===== src/design/atg_pkg.sv =====
package atg_pkg;

    localparam int unsigned DATA_W = 32;
    localparam int unsigned COUNT_W = 64;
    localparam int unsigned DIV_W = 15;
    localparam int unsigned ADDR_W = 4;
    localparam int unsigned IRQ_W = 2;

    localparam logic [DIV_W-1:0] DIV_MAX = 15'd32767;
    localparam logic [DIV_W-1:0] DIV_MIN = 15'd1;

    localparam logic [1:0] ACT_TICK  = 2'd0;
    localparam logic [1:0] ACT_WRITE = 2'd1;
    localparam logic [1:0] ACT_READ  = 2'd2;

    localparam logic [ADDR_W-1:0] REG_CTRL       = 4'd0;
    localparam logic [ADDR_W-1:0] REG_SNAP_LO    = 4'd1;
    localparam logic [ADDR_W-1:0] REG_SNAP_HI    = 4'd2;
    localparam logic [ADDR_W-1:0] REG_UPDATE     = 4'd3;
    localparam logic [ADDR_W-1:0] REG_ALARM_LO   = 4'd4;
    localparam logic [ADDR_W-1:0] REG_ALARM_HI   = 4'd5;
    localparam logic [ADDR_W-1:0] REG_LOAD_LO    = 4'd6;
    localparam logic [ADDR_W-1:0] REG_LOAD_HI    = 4'd7;
    localparam logic [ADDR_W-1:0] REG_LOAD_PULSE = 4'd8;
    localparam logic [ADDR_W-1:0] REG_INT_ENA    = 4'd9;
    localparam logic [ADDR_W-1:0] REG_INT_RAW    = 4'd10;
    localparam logic [ADDR_W-1:0] REG_INT_CLR    = 4'd11;

    localparam int unsigned CTRL_EN_BIT     = 31;
    localparam int unsigned CTRL_UP_BIT     = 30;
    localparam int unsigned CTRL_AR_BIT     = 29;
    localparam int unsigned CTRL_DIV_MSB    = 28;
    localparam int unsigned CTRL_DIV_LSB    = 13;
    localparam int unsigned CTRL_PRE_RST_BIT = 12;
    localparam int unsigned CTRL_AL_BIT     = 10;

    typedef struct packed {
        logic              tick;
        logic              wr;
        logic [ADDR_W-1:0] addr;
    } atg_cmd_t;

    typedef struct packed {
        logic [DATA_W-1:0] read_data;
        logic [IRQ_W-1:0]  interrupt_lines;
    } atg_rsp_t;

endpackage


===== src/design/atg_req_if.sv =====
interface atg_req_if;
    logic        valid;
    logic        ready;
    logic [1:0]  action;
    logic        timer_index;
    logic [3:0]  register_address;
    logic [31:0] write_data;

    modport source (
        output valid,
        output action,
        output timer_index,
        output register_address,
        output write_data,
        input  ready
    );

    modport sink (
        input  valid,
        input  action,
        input  timer_index,
        input  register_address,
        input  write_data,
        output ready
    );
endinterface


===== src/design/atg_rsp_if.sv =====
interface atg_rsp_if;
    logic        valid;
    logic        ready;
    logic [31:0] read_data;
    logic [1:0]  interrupt_lines;

    modport source (
        output valid,
        output read_data,
        output interrupt_lines,
        input  ready
    );

    modport sink (
        input  valid,
        input  read_data,
        input  interrupt_lines,
        output ready
    );
endinterface


===== src/design/atg_timer.sv =====
module atg_timer (
    input  logic               clk,
    input  logic               rst_n,
    input  atg_pkg::atg_cmd_t  cmd,
    input  logic [31:0]        wdata,
    output logic [31:0]        rdata,
    output logic               fire
);
    import atg_pkg::*;

    logic [COUNT_W-1:0] count_reg, count_next;
    logic [COUNT_W-1:0] snap_reg, snap_next;
    logic [COUNT_W-1:0] alarm_reg, alarm_next;
    logic [COUNT_W-1:0] load_reg, load_next;
    logic [DIV_W-1:0]   pre_reg, pre_next;
    logic [DIV_W-1:0]   div_reg, div_next;
    logic               en_reg, en_next;
    logic               up_reg, up_next;
    logic               ar_reg, ar_next;
    logic               al_reg, al_next;

    logic [DIV_W:0]     pre_inc;
    logic               pre_wrap;
    logic [COUNT_W-1:0] stepped;
    logic               hit;
    logic [DIV_W:0]     div_field;
    logic [DIV_W-1:0]   div_clamped;

    assign pre_inc  = {1'b0, pre_reg} + {{DIV_W{1'b0}}, 1'b1};
    assign pre_wrap = pre_inc >= {1'b0, div_reg};
    assign stepped  = !pre_wrap ? count_reg
                    : (up_reg ? count_reg + 64'd1 : count_reg - 64'd1);
    assign hit      = al_reg && (stepped == alarm_reg);
    assign fire     = cmd.tick && en_reg && hit;

    assign div_field = wdata[CTRL_DIV_MSB:CTRL_DIV_LSB];

    always_comb
    begin
        if (div_field == '0)
        begin
            div_clamped = DIV_MIN;
        end
        else if (div_field[DIV_W])
        begin
            div_clamped = DIV_MAX;
        end
        else
        begin
            div_clamped = div_field[DIV_W-1:0];
        end
    end

    always_comb
    begin
        count_next = count_reg;
        snap_next  = snap_reg;
        alarm_next = alarm_reg;
        load_next  = load_reg;
        pre_next   = pre_reg;
        div_next   = div_reg;
        en_next    = en_reg;
        up_next    = up_reg;
        ar_next    = ar_reg;
        al_next    = al_reg;

        if (cmd.tick && en_reg)
        begin
            pre_next   = pre_wrap ? '0 : pre_inc[DIV_W-1:0];
            count_next = stepped;
            if (hit)
            begin
                al_next = 1'b0;
                if (ar_reg)
                begin
                    count_next = load_reg;
                end
            end
        end

        if (cmd.wr)
        begin
            unique case (cmd.addr)
                REG_CTRL:
                begin
                    en_next  = wdata[CTRL_EN_BIT];
                    up_next  = wdata[CTRL_UP_BIT];
                    ar_next  = wdata[CTRL_AR_BIT];
                    al_next  = wdata[CTRL_AL_BIT];
                    div_next = div_clamped;
                    if (wdata[CTRL_PRE_RST_BIT])
                    begin
                        pre_next = '0;
                    end
                end
                REG_UPDATE:     snap_next  = count_reg;
                REG_ALARM_LO:   alarm_next = {alarm_reg[63:32], wdata};
                REG_ALARM_HI:   alarm_next = {wdata, alarm_reg[31:0]};
                REG_LOAD_LO:    load_next  = {load_reg[63:32], wdata};
                REG_LOAD_HI:    load_next  = {wdata, load_reg[31:0]};
                REG_LOAD_PULSE: count_next = load_reg;
                default:        ;
            endcase
        end
    end

    always_comb
    begin
        unique case (cmd.addr)
            REG_CTRL:     rdata = {en_reg, up_reg, ar_reg, 1'b0, div_reg, 2'b00, al_reg, 10'd0};
            REG_SNAP_LO:  rdata = snap_reg[31:0];
            REG_SNAP_HI:  rdata = snap_reg[63:32];
            REG_ALARM_LO: rdata = alarm_reg[31:0];
            REG_ALARM_HI: rdata = alarm_reg[63:32];
            REG_LOAD_LO:  rdata = load_reg[31:0];
            REG_LOAD_HI:  rdata = load_reg[63:32];
            default:      rdata = '0;
        endcase
    end

    always_ff @(posedge clk or negedge rst_n)
    begin
        if (!rst_n)
        begin
            count_reg <= '0;
            snap_reg  <= '0;
            alarm_reg <= '0;
            load_reg  <= '0;
            pre_reg   <= '0;
            div_reg   <= DIV_MIN;
            en_reg    <= 1'b0;
            up_reg    <= 1'b0;
            ar_reg    <= 1'b0;
            al_reg    <= 1'b0;
        end
        else
        begin
            count_reg <= count_next;
            snap_reg  <= snap_next;
            alarm_reg <= alarm_next;
            load_reg  <= load_next;
            pre_reg   <= pre_next;
            div_reg   <= div_next;
            en_reg    <= en_next;
            up_reg    <= up_next;
            ar_reg    <= ar_next;
            al_reg    <= al_next;
        end
    end

endmodule


===== src/design/alarm_timer_group_top.sv =====
// A group of NUM_TIMERS 64-bit timers with prescalers and alarms, driven by a
// stream of beats that are each a timer tick, a register write or a register
// read. One beat is accepted every cycle while the second response slot is
// empty, and its response goes into the output register; that slot lets the
// block take one more beat while the output is stalled. Each beat is handled
// by the per-timer prescaler step, the 64-bit counter step and the 64-bit
// alarm compare, which together set the clock period.
module alarm_timer_group_top #(
    parameter int unsigned NUM_TIMERS = 2
) (
    input  logic      clk,
    input  logic      rst_n,
    atg_req_if.sink   req,
    atg_rsp_if.source rsp
);
    import atg_pkg::*;

    atg_cmd_t               tick_cmd;
    logic [NUM_TIMERS-1:0]  tmr_wr;
    logic [NUM_TIMERS-1:0]  tmr_sel;
    logic [NUM_TIMERS-1:0]  tmr_fire;
    logic [DATA_W-1:0]      tmr_rd [NUM_TIMERS];

    logic [NUM_TIMERS-1:0]  ien_reg, ien_next;
    logic [NUM_TIMERS-1:0]  raw_reg, raw_next;

    logic                   in_accept;
    logic                   out_pop;
    logic                   here;
    logic [DATA_W-1:0]      rd_timer;
    atg_rsp_t               rsp_new;

    logic                   out_valid_reg;
    atg_rsp_t               out_data_reg;
    logic                   skid_valid_reg;
    atg_rsp_t               skid_data_reg;

    assign req.ready = !skid_valid_reg;
    assign in_accept = req.valid && req.ready;
    assign out_pop   = out_valid_reg && rsp.ready;
    assign here      = 32'(req.timer_index) < NUM_TIMERS;

    assign tick_cmd.tick = in_accept && (req.action == ACT_TICK);
    assign tick_cmd.wr   = 1'b0;
    assign tick_cmd.addr = req.register_address;

    for (genvar i = 0; i < NUM_TIMERS; i++)
    begin : g_timer
        atg_cmd_t cmd;

        assign tmr_sel[i] = 32'(req.timer_index) == i;
        assign tmr_wr[i]  = in_accept && (req.action == ACT_WRITE) && tmr_sel[i];

        always_comb
        begin
            cmd    = tick_cmd;
            cmd.wr = tmr_wr[i];
        end

        atg_timer u_timer (
            .clk   (clk),
            .rst_n (rst_n),
            .cmd   (cmd),
            .wdata (req.write_data),
            .rdata (tmr_rd[i]),
            .fire  (tmr_fire[i])
        );
    end

    always_comb
    begin
        rd_timer = '0;
        for (int i = 0; i < NUM_TIMERS; i++)
        begin
            if (tmr_sel[i])
            begin
                rd_timer = rd_timer | tmr_rd[i];
            end
        end
    end

    always_comb
    begin
        ien_next = ien_reg;
        raw_next = raw_reg;
        if (tick_cmd.tick)
        begin
            raw_next = raw_reg | tmr_fire;
        end
        else if (in_accept && (req.action == ACT_WRITE))
        begin
            if (req.register_address == REG_INT_ENA)
            begin
                ien_next = req.write_data[NUM_TIMERS-1:0];
            end
            else if (req.register_address == REG_INT_CLR)
            begin
                raw_next = raw_reg & ~req.write_data[NUM_TIMERS-1:0];
            end
        end
    end

    always_comb
    begin
        rsp_new.read_data = '0;
        if (req.action == ACT_READ)
        begin
            priority if (req.register_address == REG_INT_ENA)
            begin
                rsp_new.read_data = 32'(ien_reg);
            end
            else if (req.register_address == REG_INT_RAW)
            begin
                rsp_new.read_data = 32'(raw_reg);
            end
            else if (here)
            begin
                rsp_new.read_data = rd_timer;
            end
        end

        rsp_new.interrupt_lines = '0;
        for (int b = 0; b < IRQ_W; b++)
        begin
            if (b < NUM_TIMERS)
            begin
                rsp_new.interrupt_lines[b] = raw_next[b] & ien_next[b];
            end
        end
    end

    always_ff @(posedge clk or negedge rst_n)
    begin
        if (!rst_n)
        begin
            ien_reg <= '0;
            raw_reg <= '0;
        end
        else
        begin
            ien_reg <= ien_next;
            raw_reg <= raw_next;
        end
    end

    // The skid slot only fills while the output register holds a stalled beat.
    always_ff @(posedge clk or negedge rst_n)
    begin
        if (!rst_n)
        begin
            out_valid_reg  <= 1'b0;
            skid_valid_reg <= 1'b0;
        end
        else if (skid_valid_reg)
        begin
            if (out_pop)
            begin
                skid_valid_reg <= 1'b0;
            end
        end
        else if (!out_valid_reg || out_pop)
        begin
            out_valid_reg <= in_accept;
        end
        else if (in_accept)
        begin
            skid_valid_reg <= 1'b1;
        end
    end

    always_ff @(posedge clk)
    begin
        if (skid_valid_reg)
        begin
            if (out_pop)
            begin
                out_data_reg <= skid_data_reg;
            end
        end
        else if (!out_valid_reg || out_pop)
        begin
            out_data_reg <= rsp_new;
        end
        else if (in_accept)
        begin
            skid_data_reg <= rsp_new;
        end
    end

    assign rsp.valid           = out_valid_reg;
    assign rsp.read_data       = out_data_reg.read_data;
    assign rsp.interrupt_lines = out_data_reg.interrupt_lines;

    a_skid_behind_out: assert property (
        @(posedge clk) disable iff (!rst_n)
        skid_valid_reg |-> out_valid_reg
    ) else $error("Skid slot holds a beat while the output register is empty.");

    a_ien_write: assert property (
        @(posedge clk) disable iff (!rst_n)
        (in_accept && (req.action == ACT_WRITE) && (req.register_address == REG_INT_ENA))
        |=> (ien_reg == $past(req.write_data[NUM_TIMERS-1:0]))
    ) else $error("Interrupt enable write did not take effect.");

    a_raw_clear: assert property (
        @(posedge clk) disable iff (!rst_n)
        (in_accept && (req.action == ACT_WRITE) && (req.register_address == REG_INT_CLR))
        |=> ((raw_reg & $past(req.write_data[NUM_TIMERS-1:0])) == '0)
    ) else $error("Interrupt clear left a cleared raw bit set.");

endmodule

===== src/flat_wrapper.sv =====
// flat-port wrapper written by rule: the top's interface ports become plain ports
module alarm_timer_group_top_flat import atg_pkg::*;
#(
    parameter int unsigned NUM_TIMERS = 2
)
  (clk, rst_n, req_valid, req_action, req_timer_index, req_register_address, req_write_data, req_ready, rsp_valid, rsp_read_data, rsp_interrupt_lines, rsp_ready);
  atg_req_if req_i ();
  atg_rsp_if rsp_i ();
  input  logic clk;
  input  logic rst_n;
  input wire logic [$bits(req_i.valid)-1:0] req_valid;
  input wire logic [$bits(req_i.action)-1:0] req_action;
  input wire logic [$bits(req_i.timer_index)-1:0] req_timer_index;
  input wire logic [$bits(req_i.register_address)-1:0] req_register_address;
  input wire logic [$bits(req_i.write_data)-1:0] req_write_data;
  output wire logic [$bits(req_i.ready)-1:0] req_ready;
  output wire logic [$bits(rsp_i.valid)-1:0] rsp_valid;
  output wire logic [$bits(rsp_i.read_data)-1:0] rsp_read_data;
  output wire logic [$bits(rsp_i.interrupt_lines)-1:0] rsp_interrupt_lines;
  input wire logic [$bits(rsp_i.ready)-1:0] rsp_ready;
  assign req_i.valid = req_valid;
  assign req_i.action = req_action;
  assign req_i.timer_index = req_timer_index;
  assign req_i.register_address = req_register_address;
  assign req_i.write_data = req_write_data;
  assign req_ready = req_i.ready;
  assign rsp_valid = rsp_i.valid;
  assign rsp_read_data = rsp_i.read_data;
  assign rsp_interrupt_lines = rsp_i.interrupt_lines;
  assign rsp_i.ready = rsp_ready;
  alarm_timer_group_top #(.NUM_TIMERS(NUM_TIMERS)) u_core (.clk(clk), .rst_n(rst_n), .req(req_i), .rsp(rsp_i));
endmodule

===== config.mk =====
export PLATFORM = sky130hd
export DESIGN_NAME = alarm_timer_group_top_flat
export DESIGN_NICKNAME = d
export VERILOG_FILES = /design/src/design/atg_pkg.sv /design/src/design/atg_req_if.sv /design/src/design/atg_rsp_if.sv /design/src/design/atg_timer.sv /design/src/design/alarm_timer_group_top.sv /design/src/flat_wrapper.sv
export SDC_FILE = /design/constraint.sdc
export NUM_CORES = 2
export LEC_CHECK = 0
export ABC_AREA = 1
export BUFFER_PORTS_ARGS = -buffer_cell sky130_fd_sc_hd__buf_2
export CAP_MARGIN = 20
export CELL_PAD_IN_SITES_DETAIL_PLACEMENT = 0
export CELL_PAD_IN_SITES_GLOBAL_PLACEMENT = 1
export CORE_ASPECT_RATIO = 0.8
export CORE_MARGIN = 2
export CORE_UTILIZATION = 40
export CTS_BUF_LIST = sky130_fd_sc_hd__clkbuf_8
export CTS_CLUSTER_SIZE = 10
export DETAILED_ROUTE_END_ITERATION = 10
export GPL_TIMING_DRIVEN = 1
export PLACE_DENSITY_LB_ADDON = 0.1
export SLEW_MARGIN = 20
export SYNTH_ARGS = -nofsm -noshare
export SYNTH_HDL_FRONTEND = slang
export SYNTH_SLANG_ARGS = --single-unit

===== constraint.sdc =====
create_clock -name clk -period 7.6 [get_ports clk]
set_input_delay 0.76 -clock clk [delete_from_list [all_inputs] [get_ports clk]]
set_output_delay 0.76 -clock clk [all_outputs]
set_load 0.01 [all_outputs]

# == Word-level counts from Yosys, hierarchy flattened ==
# Cells that the tools add are included.
# op_classes
n_mux,57
add_sub_neg,6
reduce_logical,34
n_lt_le_gt_ge,2
bitwise_logic,13
n_eq_ne,16
# op_table
op,count
$mux W64,14
$pmux W32 S7,2
$pmux W64 S2,2
$mux W15,12
$mux W32,5
$add A64 B1 Y64 const B,2
$eq A64 B64 Y1,2
$sub A64 B1 Y64 const B,2
$mux W34,3
$add A15 B1 Y16 const B,2
$ge A16 B15 Y1,2
$or A32 B32 Y32,1
$reduce_and A3 Y1,9
$eq A4 B3 Y1 const B,4
$eq A4 B4 Y1 const B,4
$logic_not A16 Y1,1
$mux W2,7
$logic_and A1 B1 Y1,12
$mux W1,12
$reduce_and A2 Y1,6
$eq A4 B2 Y1 const B,2
$not A1 Y1,7
$eq A4 B1 Y1 const B,1
$logic_not A4 Y1,1
11 further kinds,13
# totals
wordCells,160
input_bits,43
regBits,654

# == Depth between registers and ports, before layout ==
# depth
depth_word,11
depth_mapped,37
mapped_depth_nobuf,34

# == Modules after synthesis ==
# A second synthesis with hierarchy kept.
# hier_totals
hier_cells,8395
hier_area_um2,51824.7
# modules_own_cells
mod,n_inst,seq_area_each_um2,area_each_um2,cells_each
atg_timer,2,7258.2,24033.0,4034
alarm_timer_group_top,1,2192.1,3758.6,327

# == Worst setup path before layout ==
# No wires, ideal clock.
# synth_path
path_type,reg2reg
start,register u_core.g_timer[0].u_timer.pre_reg[0]
end,register u_core.g_timer[0].u_timer.count_reg[24]
path_buffers,5
setup_ns,0.122
t_arrival_ns,4.104
path_slack_ns,3.373
stages_incl_launch_ff,34
cell_sequence,dfrtp_1 ha_1 nand3_1 nor2_1 inv_1 nor2_1 inv_1 nor2_1 inv_1 nor3_1 inv_1 nor3_1 xor2_1 ha_1 and3_1 nand2_1 nand2_1 nor2_2 nand3_2 buf_6 buf_6 buf_6 o211ai_1 nand2_1 nor2_1 nand2_1 nor2_1 nand2_1 nor2_2 buf_2 buf_2 nand4_1 nand3_1 a21oi_1
# synth_between
elab_chain_cells,9
# synth_lines
item,line,text
start: declaration,atg_timer.sv:15,"logic [DIV_W-1:0] pre_reg, pre_next;"
start signal: assignment,atg_timer.sv:142,pre_reg <= pre_next;
$add A15 B1 Y16 (*),atg_timer.sv:29,"assign pre_inc = {1'b0, pre_reg} + {{DIV_W{1'b0}}, 1'b1};"
$ge A16 B15 Y1 (*),atg_timer.sv:30,"assign pre_wrap = pre_inc >= {1'b0, div_reg};"
$mux W64 (*),atg_timer.sv:31,assign stepped = !pre_wrap ? count_reg
$eq A64 B64 Y1,atg_timer.sv:33,assign hit = al_reg && (stepped == alarm_reg);
$logic_and A1 B1 Y1,atg_timer.sv:33,
$mux W64 (*),atg_timer.sv:71,if (hit)
$mux W64 (*),atg_timer.sv:67,if (cmd.tick && en_reg)
$mux W64,atg_timer.sv:83,unique case (cmd.addr)
$mux W64 (*),atg_timer.sv:81,if (cmd.wr)
net u_core.g_timer[0].u_timer.count_next[24],atg_timer.sv:11,"logic [COUNT_W-1:0] count_reg, count_next;"
end signal: assignment,atg_timer.sv:138,count_reg <= count_next;
end: declaration,atg_timer.sv:11,
# The timed path passes the listed nets; every way through them passes the cells marked *.
# A chain may end at the register's enable or synchronous reset.

# == Worst setup path in the final report ==
# layout_path
start,register u_core.g_timer[0].u_timer.pre_reg[0]
end,register u_core.g_timer[0].u_timer.count_reg[20]
# The elaborated chain is that of the path after synthesis.

==> out/qor.txt <==
Area growth from synthesis to layout -> 8.94%
Clock Latency Late Sink -> 0.86 ns
Final instance area -> 52100 um2
Classification of the worst-slack hold path -> in2reg
Setup crit start kind -> flop
Accumulated negative setup slack -> 0 ns
Top-level I/O count -> 79
Nets -> 7672
Static power due to leakage -> 0.0270 uW
Final RePlAce weighted congestion -> 1.02
Total power divided by cell area -> 279 nW/um2
Aggregate global-route resource usage -> 0.372
Type of the worst setup path -> reg2reg
Cell area after placement -> 49800 um2
Global-route wire length before repair -> 333 mm
Worst-case clock buffer depth -> 3
Maximum single-stage delay on the critical path -> 0.60 ns
CP required -> 8.36 ns
Final worst clock skew -> 0.0733 ns
Total design power -> 14600 uW
Drt first pass iters -> 6
Antenna violations before repair -> 6
Total routed wirelength -> 231 mm
Worst VDD drop -> 171 uV
Final setup violating endpoints -> 0
Yosys warnings -> 0
Crit path max-delay cell type -> inv_2
Floorplan die height -> 313 um
Per-instance average area after synthesis -> 6.40 um2
Final number of hold-violating endpoints -> 0
Overall die width -> 391 um
Area inside the core boundary -> 119000 um2
Number of DRC markers after the initial detailed-route iteration -> 6550
Critical Path Most Common Cell -> nand2_1
Via count of the first global-routing pass -> 47000
Number of buffers created by CTS -> 114
Fin. max-slew vios -> 0
Max Freq -> 148 MHz
Maxcap violations -> 0
Clock edge transition at the registers on the reported setup and hold paths -> 0.06 ns
Pin slew with the least headroom to its limit -> 1.27 ns
Number of sinks driven by the clock tree -> 654
Netlist Area Pre-Place -> 47800 um2
Half-perimeter wire length after detailed placement -> 176 mm
Min-delay src -> rsp_ready
Unrepaired setup endpoints after global routing -> no
Final standard cell count with taps included and fillers excluded -> 9110
Post-route antenna net violation count -> 0
Vias post-DR -> 51300
Syn_nets -> 7679
Root buffer cell -> clkbuf_8
Relative max-transition margin -> 0.130
Run status -> finished, final reports clean
Quantity of I/O buffers inserted on ports -> 78
Fraction of layout instances using a drive strength above 1 -> 0.0541
Maximum number of pins on one net before global-route repair -> 148
Initial core utilization -> 0.403
Timing startpoint of the critical path -> u_core.g_timer[0].u_timer.pre_reg[0]$_DFF_PN0_
Fin crit period -> 6.75 ns
Yosys reg bits -> 654
Final worst path period share -> 0.888
Cells after DPL -> 8905
Sequential share of the synthesized area -> 0.349
Gate count of the mapped netlist -> 7478
Remaining global-route overflow -> 0
Number of placement rows -> 113
Launching point of the worst reg2reg path -> u_core.g_timer[0].u_timer.pre_reg[0]$_DFF_PN0_
Fill cell total of the finished layout -> 13000
Total die area -> 122000 um2
Arrival time worst endpoint -> 7.50 ns
Via-to-Cell Ratio -> 5.63
Unique cell type count in the Yosys netlist -> 56
Post-detailed-route wirelength per cell -> 25.3 um
TritonCTS clock tree -> built
DRC -> 0
Max H-tree Level -> 3
CP Capture Type -> flop
Critical path fanouts, max -> 64
## what timing repair did
item,CTS,global route
hold endpoints to repair,62,0
setup endpoints to repair,0,0
setup buffers,0,0
hold buffers,1,0
resized for setup,0,0
## cells by family after synthesis
logic type / after synthesis / share of synthesized area
simple gates: 3958 / 0.339
buf+inv: 1484 / 0.120
compound gates: 1146 / 0.134
flops: 654 / 0.349
fa+ha+maj: 158 / 0.0416
xor+xnor: 60 / 0.0113
mux: 18 / 0.00424
## where the power goes
group	total, uW	switching [uW]	internal, uW
Sequential	5120	851	4260
Combinational	6060	4220	1840
Clock	3370	1660	1710
Total	14600	6730	7820
## per-layer routing
layer / routed length [um] / part of all wire / vias to the layer above / GRT usage
met2: 91300 / 0.40 / 2562 / 0.515
met4: 6180 / 0.027 / 2 / 0.0932
met1: 108000 / 0.47 / 24500 / 0.572
li1: - / - / 23900 / -
met3: 25600 / 0.11 / 296 / 0.0876
met5: 9 / 0.000039 / - / 0
## metrics by stage
| stage | hold slack [ns] | utilization | setup WS [ns] |
|---|---|---|---|
| after global placement | 0.467 | 0.420 | 1.21 |
| final | 0.306 | 0.439 | 0.853 |
| after global routing | 0.304 | 0.439 | 0.193 |
| after CTS | 0.248 | 0.439 | 0.981 |
| after detailed placement | 0.473 | 0.420 | 1.03 |
| after floorplan | 0.449 | - | 3.37 |
## worst paths after layout
path	endpoint	slack, ns	cells past startpoint
max	u_core.g_timer[0].u_timer.count_reg[20]$_DFF_PN0_	0.85	35
min	u_core.skid_valid_reg$_DFF_PN0_	0.31	4
max reg2reg	u_core.g_timer[0].u_timer.count_reg[20]$_DFF_PN0_	0.85	35
min reg2reg	u_core.g_timer[0].u_timer.alarm_reg[34]$_DFFE_PN0P_	0.49	2
max in group asynchronous	u_core.g_timer[1].u_timer.alarm_reg[22]$_DFFE_PN0P_	5.22	4
min in group asynchronous	u_core.g_timer[1].u_timer.count_reg[2]$_DFF_PN0_	0.51	2
## cells in the mapped netlist, drive strengths merged
library cell | instances | area [um2]
a31oi | 2 | 12.5
xor2 | 24 | 210
xnor2 | 35 | 307
a221oi | 63 | 552
buf | 68 | 442
o221ai | 1 | 8.76
nand3b | 17 | 128
clkbuf | 216 | 811
o22ai | 83 | 519
xnor3 | 1 | 22.5
nand2 | 2562 | 9640
o31ai | 4 | 30.0
nand3 | 612 | 3100
a21oi | 403 | 2020
or3 | 1 | 6.26
a2111oi | 4 | 35.0
o211ai | 29 | 218
a21boi | 1 | 7.51
nor3 | 34 | 170
or2 | 1 | 6.26
mux2 | 18 | 203
a22oi | 15 | 113
nand4 | 128 | 807
dfstp | 2 | 52.6
ha | 156 | 1950
nor4 | 15 | 93.8
a311oi | 13 | 114
a21o | 2 | 15.0
a32o | 1 | 10.0
a211oi | 21 | 158
nor2 | 579 | 2220
clkinv | 9 | 33.8
dfrtp | 584 | 14600
o21a | 3 | 22.5
o21bai | 11 | 82.6
a22o | 9 | 78.8
and2 | 5 | 31.3
o21ai | 481 | 2410
and3 | 4 | 25.0
fa | 2 | 40.0
inv | 1191 | 4470
edfxtp | 68 | 2040
## area by class of cell
type / instances / area [um2] / area share
Multi-Input combinational cell: 5340 / 25500 / 0.490
Timing Repair Buffer: 161 / 1130 / 0.0216
Clock inverter: 62 / 360 / 0.00692
Antenna cell: 3 / 7.51 / 0.000144
Clock buffer: 138 / 1900 / 0.0365
Sequential cell: 654 / 16700 / 0.321
Inverter: 1200 / 4510 / 0.0866
Tap cell: 1552 / 1940 / 0.0373
## critical path: cells and delay by family, from the launching register on
kind / cells / cell delay, ns
AND/OR/NAND/NOR: 24 / 3.51
buffers and inverters: 7 / 1.69
adder cells (fa/ha/maj): 2 / 0.51
flip-flops: 1 / 0.41
XOR/XNOR: 1 / 0.24
AO/OA/AOI/OAI: 1 / 0.20
## cell usage in the layout, fill, tap and decap left out, drive strengths merged, types with 63 or more instances in the layout
master	instances
nand2	2562
inv	1240
nand3	612
dfrtp	584
nor2	579
o21ai	481
a21oi	403
buf	160
ha	156
clkbuf	138
nand4	128
o22ai	83
edfxtp	68
a221oi	63
Power figures use the tool's default switching activity.
